[src/rtl/core/xdre_pkg.sv]
// ----------------------------------------------------------------------------
// xdre_pkg
// Shared types and constants for the XOR-delta run-length frame encoder.
// ----------------------------------------------------------------------------
package xdre_pkg;

  localparam int DATA_W          = 8;
  localparam int HDR_W           = 9;
  localparam int FRAME_BYTES_DEF = 8192;
  localparam int LITERAL_MAX_DEF = 16;

  // A repeat packet covers at most 255 copies, header -(n-1).
  localparam int REPEAT_LIMIT = -255;
  localparam logic signed [HDR_W-1:0] RUN_FLOOR = HDR_W'(REPEAT_LIMIT + 1);

  typedef enum logic [2:0] {
    ST_IDLE,
    ST_CODE,
    ST_FLUSH,
    ST_END,
    ST_HDR,
    ST_BUF,
    ST_TAIL
  } state_t;

  // Which packet of the current word is being sent.
  typedef enum logic [1:0] {
    PH_STEP,
    PH_FLUSH,
    PH_END
  } phase_t;

  typedef struct packed {
    logic capture;
    logic code;
    logic load_flush;
    logic load_end;
    logic push_hdr;
    logic push_buf;
    logic push_tail;
    logic mark_last;
  } cmd_t;

  typedef struct packed {
    logic code_job;
    logic last;
    logic nbuf_zero;
    logic buf_last;
    logic tail;
    logic out_free;
  } status_t;

endpackage

[src/rtl/core/xdre_ctrl.sv]
// ----------------------------------------------------------------------------
// xdre_ctrl
// Controller: sequences the coding step, the packets it sends, the end of
// frame flush and the closing zero header.
// ----------------------------------------------------------------------------
module xdre_ctrl (
  input  logic              clk,
  input  logic              rst_n,
  input  logic              in_valid,
  output logic              in_ready,
  input  xdre_pkg::status_t st,
  output xdre_pkg::cmd_t    cmd
);

  import xdre_pkg::*;

  state_t state_r, state_nxt;
  phase_t ph_r, ph_nxt;
  logic   hdr_only;
  logic   buf_end;
  logic   final_job;
  state_t after_job;

  assign hdr_only  = st.nbuf_zero && !st.tail;
  assign buf_end   = st.buf_last && !st.tail;
  assign final_job = (ph_r == PH_END) || ((ph_r == PH_STEP) && !st.last);

  always_comb begin
    unique case (ph_r)
      PH_STEP:  after_job = st.last ? ST_FLUSH : ST_IDLE;
      PH_FLUSH: after_job = ST_END;
      default:  after_job = ST_IDLE;
    endcase
  end

  always_ff @(posedge clk) begin
    if (!rst_n) begin
      state_r <= ST_IDLE;
      ph_r    <= PH_STEP;
    end else begin
      state_r <= state_nxt;
      ph_r    <= ph_nxt;
    end
  end

  // Next state
  always_comb begin
    state_nxt = state_r;
    ph_nxt    = ph_r;
    unique case (state_r)
      ST_IDLE: begin
        if (in_valid) begin
          state_nxt = ST_CODE;
        end
      end
      ST_CODE: begin
        ph_nxt = PH_STEP;
        if (st.code_job) begin
          state_nxt = ST_HDR;
        end else if (st.last) begin
          state_nxt = ST_FLUSH;
        end else begin
          state_nxt = ST_IDLE;
        end
      end
      ST_FLUSH: begin
        ph_nxt    = PH_FLUSH;
        state_nxt = ST_HDR;
      end
      ST_END: begin
        ph_nxt    = PH_END;
        state_nxt = ST_HDR;
      end
      ST_HDR: begin
        if (st.out_free) begin
          if (!st.nbuf_zero) begin
            state_nxt = ST_BUF;
          end else if (st.tail) begin
            state_nxt = ST_TAIL;
          end else begin
            state_nxt = after_job;
          end
        end
      end
      ST_BUF: begin
        if (st.out_free && st.buf_last) begin
          state_nxt = st.tail ? ST_TAIL : after_job;
        end
      end
      ST_TAIL: begin
        if (st.out_free) begin
          state_nxt = after_job;
        end
      end
      default: state_nxt = ST_IDLE;
    endcase
  end

  // Outputs
  always_comb begin
    cmd      = '0;
    in_ready = 1'b0;
    unique case (state_r)
      ST_IDLE: begin
        in_ready    = 1'b1;
        cmd.capture = in_valid;
      end
      ST_CODE:  cmd.code       = 1'b1;
      ST_FLUSH: cmd.load_flush = 1'b1;
      ST_END:   cmd.load_end   = 1'b1;
      ST_HDR: begin
        cmd.push_hdr  = st.out_free;
        cmd.mark_last = final_job && hdr_only;
      end
      ST_BUF: begin
        cmd.push_buf  = st.out_free;
        cmd.mark_last = final_job && buf_end;
      end
      ST_TAIL: begin
        cmd.push_tail = st.out_free;
        cmd.mark_last = final_job;
      end
      default: cmd = '0;
    endcase
  end

endmodule

[config.mk]
export PLATFORM = sky130hd
export DESIGN_NAME = xdre_ctrl
export DESIGN_NICKNAME = d
export VERILOG_FILES = /design/src/rtl/core/xdre_pkg.sv /design/src/rtl/core/xdre_ctrl.sv
export SDC_FILE = /design/constraint.sdc
export NUM_CORES = 1
export LEC_CHECK = 0
export BUFFER_PORTS_ARGS = -buffer_cell sky130_fd_sc_hd__buf_4
export CORE_UTILIZATION = 35
export CTS_CLUSTER_SIZE = 25
export DETAILED_ROUTE_END_ITERATION = 12
export PLACE_DENSITY_LB_ADDON = 0.05
export SLEW_MARGIN = 10
export SYNTH_ARGS = -nofsm -noshare
export SYNTH_HDL_FRONTEND = slang
export SYNTH_SLANG_ARGS = --single-unit
[constraint.sdc]
create_clock -name clk -period 2.6 [get_ports clk]
set_input_delay 0.52 -clock clk [delete_from_list [all_inputs] [get_ports clk]]
set_output_delay 0.52 -clock clk [all_outputs]
set_load 0.01 [all_outputs]
==> results of run 1 <==
==> report_power, final <==
| part | total, µW | switching, µW | internal [µW] |
|---|---|---|---|
| logic | 125 | 59.8 | 65.0 |
| registers | 106 | 21.1 | 84.5 |
| clock network | 85.0 | 27.3 | 57.7 |
| total | 315 | 108 | 207 |
==> per-stage QoR <==
stage | instances | setup slack (ps) | cell area, µm²
after CTS | 91 | 546 | 617
after global routing | 91 | 403 | 617
after detailed placement | 87 | 805 | 591
final | 91 | 549 | 617
after floorplan | 58 | 1050 | 468
after global placement | 87 | 786 | 591
==> routing by layer <==
metal,vias to the layer above,part of all wire [%],track usage [%]
met5,-,0,0
met4,0,0,10.3
met3,0,5.1,3.49
met2,13,45,25.4
met1,217,50,24.4
li1,252,-,-
==> final timing paths <==
kind	startpoint	endpoint	cells past startpoint
hold / removal	rst_n	ph_r[1]	2
setup reg to reg	state_r[1]	state_r[1]	4
hold reg to reg	ph_r[0]	ph_r[0]	1
setup / recovery	state_r[0]	cmd[0]	5
==> kinds of logic (layout without fill, tap and decap cells) <==
| group | after synthesis | after routing |
|---|---|---|
| simple gates | 27 | 27 |
| compound gates | 18 | 18 |
| buf+inv | 7 | 26 |
| flops | 5 | 5 |
| mux | 1 | 1 |
==> flip-flops by register name, summed over array words and instances, names as in the netlist <==
signal,flops
ph_r,2
state_r,3
==> cell type report <==
class                   instances  area, µm²
fillers                       116        554
multi-input cells              46        323
repair buffers                 18        135
flip-flops and latches          5        100
clock buffers                   4       26.3
well taps                      14       17.5
inverters                       4       15.0
==> Yosys cell counts (2+ instances only) <==
master | number | area share (%)
a32oi_1 | 2 | 3.7
dfxtp_1 | 5 | 21
nor3_1 | 2 | 2.1
nor2b_1 | 3 | 4.0
nor2_1 | 4 | 3.2
inv_1 | 3 | 2.4
o21ai_1 | 2 | 2.1
and2_1 | 3 | 4.0
and3_1 | 4 | 5.3
o21a_1 | 2 | 3.2
a21oi_1 | 4 | 4.3
nand2b_1 | 2 | 2.7
buf_6 | 2 | 4.8
nand3b_1 | 3 | 4.8
==> flow_metrics.tcl, run 1 <==
set metrics [dict create \
    outcome "completed" \
    num_vias 482 \
    dr.pass1.iters 5 \
    synth_flop_cell "dfxtp_1" \
    worst_pin_slew_ps 501 \
    skew_ps 0.722 \
    nets 87 \
    cp-start-kind "flop" \
    avgSynthCellArea_um2 8.07 \
    grt_pass1_wl_mm 1.79 \
    drive_gt1_share_pct 35.1 \
    cts_sinks 5 \
    muxShareOfSynthArea_pct 2.14 \
    mostFrequentLayoutCell "buf_4" \
    synth_compound_area_share_pct 29.1 \
    chipWidth_um 38.6 \
    cts_resized 0 \
    finalCritPeriodShare_pct 78.9 \
    cts_tree "built" \
    max_cap_violations 0 \
    fin_tns_setup_ps 0 \
    ioPinCount 18 \
    drt_wl_total_mm 1.11 \
    antenna_found_initial 0 \
    post_cts_buffers 0 \
    gr-total-overflow 0 \
    grt_use_total_pct 17.8 \
    ctsHtreeMaxLevel 1 \
    cts_hold_buffers 0 \
    portBuffers 17 \
    crit_path_end_kind "primary output" \
    period_needed_ps 2050 \
    fp.dieArea_um2 1490 \
    slew-limit-headroom_pct 66.6 \
    synth-simple-area-share_pct 37.7 \
    path_cells "nand3b_1 > nor2_1 > nor3_1 > o21a_1 > buf_4" \
    power.density_nw_per_um2 511 \
    dieHeight_um 38.6 \
    syn_area_um2 468 \
    clk_pin_slew_ps 40 \
    final_antenna_net_count 0 \
    rsz0062_at_grt "no" \
    synthAdderAreaFrac_pct 0 \
    wire_per_inst_um 12.2 \
    core_area_um2 1170 \
    setup_violations 0 \
    hold_viol_final 0 \
    cp_data_required_time_ps 2080 \
    synth-xor-area-share_pct 0 \
    diodes 0 \
    gp_congestion 0.779 \
    p_total_uw 315 \
    rows 12 \
    cts_made_buffers 3 \
    synth_top_family_by_area "simple AND/OR/NAND/NOR gates" \
    path_max_fanout 16 \
    cp_top_family "flip-flops" \
    yosys_warnings 0 \
    first_global_vias 414 \
    p_leak_uw 0.000281 \
    synth_cell_types 31 \
    syn_inst 58 \
    grt_max_degree 17 \
    synth_edf_count 0 \
    syn-num-nets 67 \
    clockRootBuffer "clkbuf_4" \
    crit_path_top_delay_cell "dfxtp_1" \
    drtIter0Drc 15 \
    ff2ff_setup_slack_ps 1140 \
    area_delta_synth_final_pct 31.8 \
    worst-path-buf-inv 1 \
    post-route-drc-count 0 \
    cts_max_path_buffers 2 \
    fin_hold_ws_ps 530 \
    hp-class "in -> reg" \
    path_class "reg -> out" \
    slowest_delay_ps 610 \
    async_reset_ff_share_pct 0 \
    initial_utilization_pct 40.0 \
    clk_latency_ps 230 \
    arrival_ps 1530 \
    place_hpwl_um 813 \
    synth-seq-cells 5 \
    post-route-util_pct 52.7 \
    drv_slew 0 \
    synth-seq-area-share_pct 21.4 \
    peakVddDrop_mv 0.277 \
    layout_common_cells "buf_4 (18), dfxtp_1 (5), and3_1 (4), nor2_1 (4), a21oi_1 (4)" \
    fmax_mhz 488 \
    viasPerCell 5.30 \
]
Power figures use the tool's default switching activity.
==> run 2, diff against run 1 <==
ABC_AREA = 1   (was default)
CORE_AREA = 2 2 39 41   (was default)
CORE_UTILIZATION = default   (was 35)
DIE_AREA = 0 0 41 43   (was default)
clock period = 2.01 ns   (was 2.6 ns; I/O delays follow)
==> flow_metrics.tcl, run 2 <==
set metrics [dict create \
    clockRootBuffer "clkbuf_4" \
    dr.pass1.iters 4 \
    synth-seq-area-share_pct 22.5 \
    reg2reg_from "state_r[2]" \
    path_max_fanout 9 \
    crit_path_end_kind "primary output" \
    p_comb_share_pct 46.2 \
    place_hpwl_um 898 \
    syn_inst 81 \
    r2r_end "state_r[0]" \
    muxShareOfSynthArea_pct 0 \
    gp_congestion 0.757 \
    post-route-drc-count 0 \
    drv_slew 0 \
    fp.dieArea_um2 1760 \
    fill_cells 166 \
    synth_top_family_by_area "simple AND/OR/NAND/NOR gates" \
    mostFrequentLayoutCell "nor2_1" \
    synth_compound_area_share_pct 12.1 \
    diodes 0 \
    pwr-share-seq_pct 29.9 \
    synth_cell_types 16 \
    yosysTopAreaCell "dfxtp_1" \
    synth_top_area_share_pct 22.5 \
    async_reset_ff_share_pct 0 \
    cp_data_required_time_ps 1610 \
    intPower_uw 284 \
    viasPerCell 4.40 \
    finalCritPeriodShare_pct 91.6 \
    slew-limit-headroom_pct 79.4 \
    peakVddDrop_mv 0.386 \
    setup_violations 0 \
    clk_pin_slew_ps 40 \
    p_sw_uw 185 \
    hold_viol_final 0 \
    ctsHtreeMaxLevel 1 \
    p_leak_uw 0.000333 \
    synth_edf_count 0 \
    grt_pass1_wl_mm 1.69 \
    ff2ff_setup_slack_ps 780 \
    worst_pin_slew_ps 309 \
    hold_depth 3 \
    nets 111 \
    clk_latency_ps 240 \
    cts_sinks 5 \
    path_class "reg -> out" \
    fmax_mhz 543 \
    regMostFlops "state_r" \
    drive_gt1_share_pct 28.7 \
    fin_tns_setup_ps 0 \
    synthAdderAreaFrac_pct 0 \
    synth-seq-cells 5 \
    final_antenna_net_count 0 \
    top_regs "state_r (3), ph_r (2)" \
    portBuffers 17 \
    avgSynthCellArea_um2 5.50 \
    core_area_um2 1380 \
    hold_end "ph_r[0]" \
    syn-num-nets 90 \
    wire_per_inst_um 8.97 \
    cts_max_path_buffers 2 \
    netlist_top_cells_area "dfxtp_1 (22%), nor2_1 (17%), nand2_1 (16%), inv_1 (12%), nand3_2 (6.7%)" \
    ys_top_cells_by_count "nor2_1 (20), nand2_1 (19), inv_1 (14)" \
    dieHeight_um 43 \
    rows 14 \
    largest_register_ffs 3 \
    skew_ps 1.40 \
    drt_wl_total_mm 1.05 \
    syn_area_um2 445 \
    num_vias 515 \
    arrival_ps 1440 \
    ioPinCount 18 \
    chipWidth_um 41 \
    max_cap_violations 0 \
    yosys_warnings 0 \
    r2r_cells 6 \
    post_cts_buffers 0 \
    cts_tree "built" \
    initial_utilization_pct 32.2 \
    power.density_nw_per_um2 771 \
    synth.most_common_cell "nor2_1" \
    fin_hold_ws_ps 443 \
    outcome "completed" \
    power.share.clock_pct 23.9 \
    cts_hold_buffers 0 \
    first_global_vias 445 \
    layout_common_cells "nor2_1 (20), nand2_1 (19), buf_4 (17)" \
    rsz0062_at_grt "no" \
    drtIter0Drc 6 \
    cp-start-kind "flop" \
    cts_resized 0 \
    cts_made_buffers 3 \
    synth_flop_cell "dfxtp_1" \
    antenna_found_initial 0 \
    switching_share_pct 39.5 \
    synth-simple-area-share_pct 49.4 \
    synth-xor-area-share_pct 0 \
    gr-total-overflow 0 \
    hp-class "in -> reg" \
    period_needed_ps 1840 \
    area_delta_synth_final_pct 36.5 \
    grt_use_total_pct 14.6 \
    worstHoldStart "rst_n" \
    grt_max_degree 10 \
]
run 2: cell count changes in the layout (fill, tap and decap cells not counted), moves of 4 or more:
cell	change
nand2_1	+18
inv_1	+11
and3_1	-4
nand3_1	+4
nor2_1	+16
run 2: worst max-delay path, cell delays in order, from the launching register on:
cell     delay (ps)
dfxtp_1         490
nand3_2         200
nor2_1          120
nor2_1           50
a21oi_1         140
nor3_1           60
buf_4           140
run 2: through the flow:
step / cell area [µm²] / setup slack, ps / total power [µW] / util [%] / std cells
final: 608 / 169 / 469 / 43.9 / 117
after floorplan: 445 / 605 / 288 / - / 81
after detailed placement: 582 / 415 / 362 / 42.0 / 113
after global routing: 608 / 6.78 / 513 / 43.9 / 117
after CTS: 608 / 152 / 480 / 43.9 / 117
after global placement: 582 / 459 / 365 / 42.0 / 113
run 2: how the worst max path moves through the flow:
stage	from	end	slack, ps	cells past startpoint
2_1_floorplan	state_r[0]	cmd[0]	610	5
3_3_place_gp	state_r[2]	cmd[0]	460	6
3_5_place_dp	state_r[2]	cmd[0]	410	6
4_1_cts	state_r[2]	cmd[0]	150	6
5_1_grt	state_r[2]	cmd[0]	7	6
6_report	state_r[2]	cmd[0]	170	6
run 2: kinds of logic after synthesis:
group,Yosys count
AND/OR/NAND/NOR,50
flip-flops,5
buffers and inverters,17
AO/OA/AOI/OAI,9
run 2: power groups by stage:
| stage | Sequential, µW | Clock [µW] | Combinational [µW] |
|---|---|---|---|
| 6_report | 140 | 112 | 216 |
| 4_1_cts | 140 | 120 | 220 |
| 5_1_grt | 142 | 126 | 245 |
| 2_1_floorplan | 130 | 0 | 158 |
| 3_5_place_dp | 142 | 0 | 220 |
| 3_3_place_gp | 142 | 0 | 224 |
run 2: cell type report:
| type | instances | area (µm²) | share of cell area (%) |
|---|---|---|---|
| timing repair buffer | 17 | 128 | 21.0 |
| inverter | 16 | 60.1 | 9.88 |
| sequential | 5 | 100 | 16.5 |
| multi-input combinational | 59 | 274 | 45.1 |
| tap | 16 | 20.0 | 3.29 |
| clock buffer | 4 | 26.3 | 4.32 |
run 2: per-layer routing:
layer  up-vias  share of wire, %  global-route usage [%]
li1        290                 -                       -
met5         -                 0                       0
met1       215                45                    18.4
met4         0               1.1                    10.0
met3         2               5.3                    2.09
met2         8                48                    21.6
==> run 3, diff against run 2 <==
REMOVE_ABC_BUFFERS = 1   (was default)
==> flow_metrics.tcl, run 3 (synthesis results as in run 2) <==
set metrics [dict create \
    fmax_mhz 551 \
    r2r_cells 7 \
    skew_ps 0.277 \
    clk_latency_ps 240 \
    cts_resized 0 \
    pwr-share-seq_pct 29.4 \
    dp_cells 113 \
    cts_sinks 5 \
    reg2reg_from "state_r[2]" \
    cts_hold_buffers 0 \
    num_vias 523 \
    drt_wl_total_mm 1.09 \
    hold_depth 3 \
    power.density_nw_per_um2 777 \
    p_comb_share_pct 46.4 \
    diodes 0 \
    drv_slew 0 \
    largest_register_ffs 3 \
    top_regs "state_r (3), ph_r (2)" \
    hold_viol_final 0 \
    initial_utilization_pct 32.2 \
    post_cts_buffers 0 \
    ctsHtreeMaxLevel 1 \
    nets 111 \
    clockRootBuffer "clkbuf_4" \
    outcome "completed" \
    cts_tree "built" \
    viasPerCell 4.47 \
    p_leak_uw 0.000333 \
    path_max_fanout 9 \
    worst_pin_slew_ps 304 \
    wire_per_inst_um 9.33 \
    dr.pass1.iters 4 \
    grt_pass1_wl_mm 1.85 \
    arrival_ps 1410 \
    cts_made_buffers 3 \
    finalCritPeriodShare_pct 90.3 \
    regMostFlops "state_r" \
    cts_max_path_buffers 2 \
    worstHoldStart "rst_n" \
    period_needed_ps 1820 \
    place_hpwl_um 934 \
    stdcell_count 117 \
    first_global_vias 473 \
    max_cap_violations 0 \
    layout_common_cells "nor2_1 (20), nand2_1 (19), buf_4 (17)" \
    gp_congestion 0.763 \
    peakVddDrop_mv 0.398 \
    drive_gt1_share_pct 28.7 \
    drtIter0Drc 10 \
    core_area_um2 1380 \
    path_class "reg -> out" \
    grt_max_degree 10 \
    power.share.clock_pct 24.1 \
    dieHeight_um 43 \
    ff2ff_setup_slack_ps 810 \
    intPower_uw 284 \
    area_delta_synth_final_pct 36.5 \
    clk_pin_slew_ps 40 \
    final_antenna_net_count 0 \
    fp.dieArea_um2 1760 \
    mostFrequentLayoutCell "nor2_1" \
    hold_end "ph_r[0]" \
    p_sw_uw 189 \
    switching_share_pct 40.0 \
    multi_input_area_um2 274 \
    rsz0062_at_grt "no" \
    cp_data_required_time_ps 1610 \
    r2r_end "state_r[2]" \
    fin_tns_setup_ps 0 \
    setup_violations 0 \
    post-route-util_pct 43.9 \
    antenna_found_initial 0 \
    fill_cells 163 \
    ioPinCount 18 \
    portBuffers 17 \
    post-route-drc-count 0 \
    crit_path_end_kind "primary output" \
    cp-start-kind "flop" \
    chipWidth_um 41 \
    gr-total-overflow 0 \
    hp-class "in -> reg" \
    seqCellArea_um2 100 \
    rows 14 \
    grt_use_total_pct 15.9 \
    slew-limit-headroom_pct 79.7 \
]
-- run 3: power groups by stage --
stage / sequential, µW / combinational, µW / clock (µW)
finish: 139 / 219 / 114
global route: 144 / 250 / 131
CTS: 139 / 222 / 119
detailed placement: 141 / 221 / 0
global placement: 142 / 224 / 0
floorplan: 137 / 142 / 0
-- run 3: layout make-up --
class / instances / area share [%]
Multi-Input combinational cell: 59 / 45.1
Timing Repair Buffer: 17 / 21.0
Sequential cell: 5 / 16.5
Inverter: 16 / 9.88
Clock buffer: 4 / 4.32
Tap cell: 16 / 3.29
-- run 3: critical path, cell delays in order, from the launching register on --
cell	delay, ps
dfxtp_1	490
nand3_2	190
nor2_1	120
nor2_1	50
a21oi_1	120
nor3_1	60
buf_4	140
-- run 3: layer usage --
metal  GRT usage (%)  vias up  part of all wire [%]
li1                -      287                     -
met1            21.2      219                    46
met2            22.2       13                    46
met3            1.57        4                   4.7
met4            12.0        0                   3.1
met5               0        -                     0
-- run 3: worst max-delay path by stage --
stage | startpoint | endpoint | slack [ps] | cells past startpoint
after detailed placement | state_r[2] | cmd[0] | 440 | 6
after floorplan | state_r[2] | cmd[0] | 560 | 4
final | state_r[2] | cmd[0] | 190 | 6
after CTS | state_r[2] | cmd[0] | 180 | 6
after global routing | state_r[2] | cmd[0] | 8 | 6
after global placement | state_r[2] | cmd[0] | 470 | 6
-- run 3: stage by stage --
stage	area [µm²]	power, µW	worst slack, ps	hold slack (ps)
4_1_cts	608	480	182	445
6_report	608	473	194	446
2_1_floorplan	434	279	564	504
3_3_place_gp	582	366	468	557
3_5_place_dp	582	362	441	555
5_1_grt	608	524	7.93	469
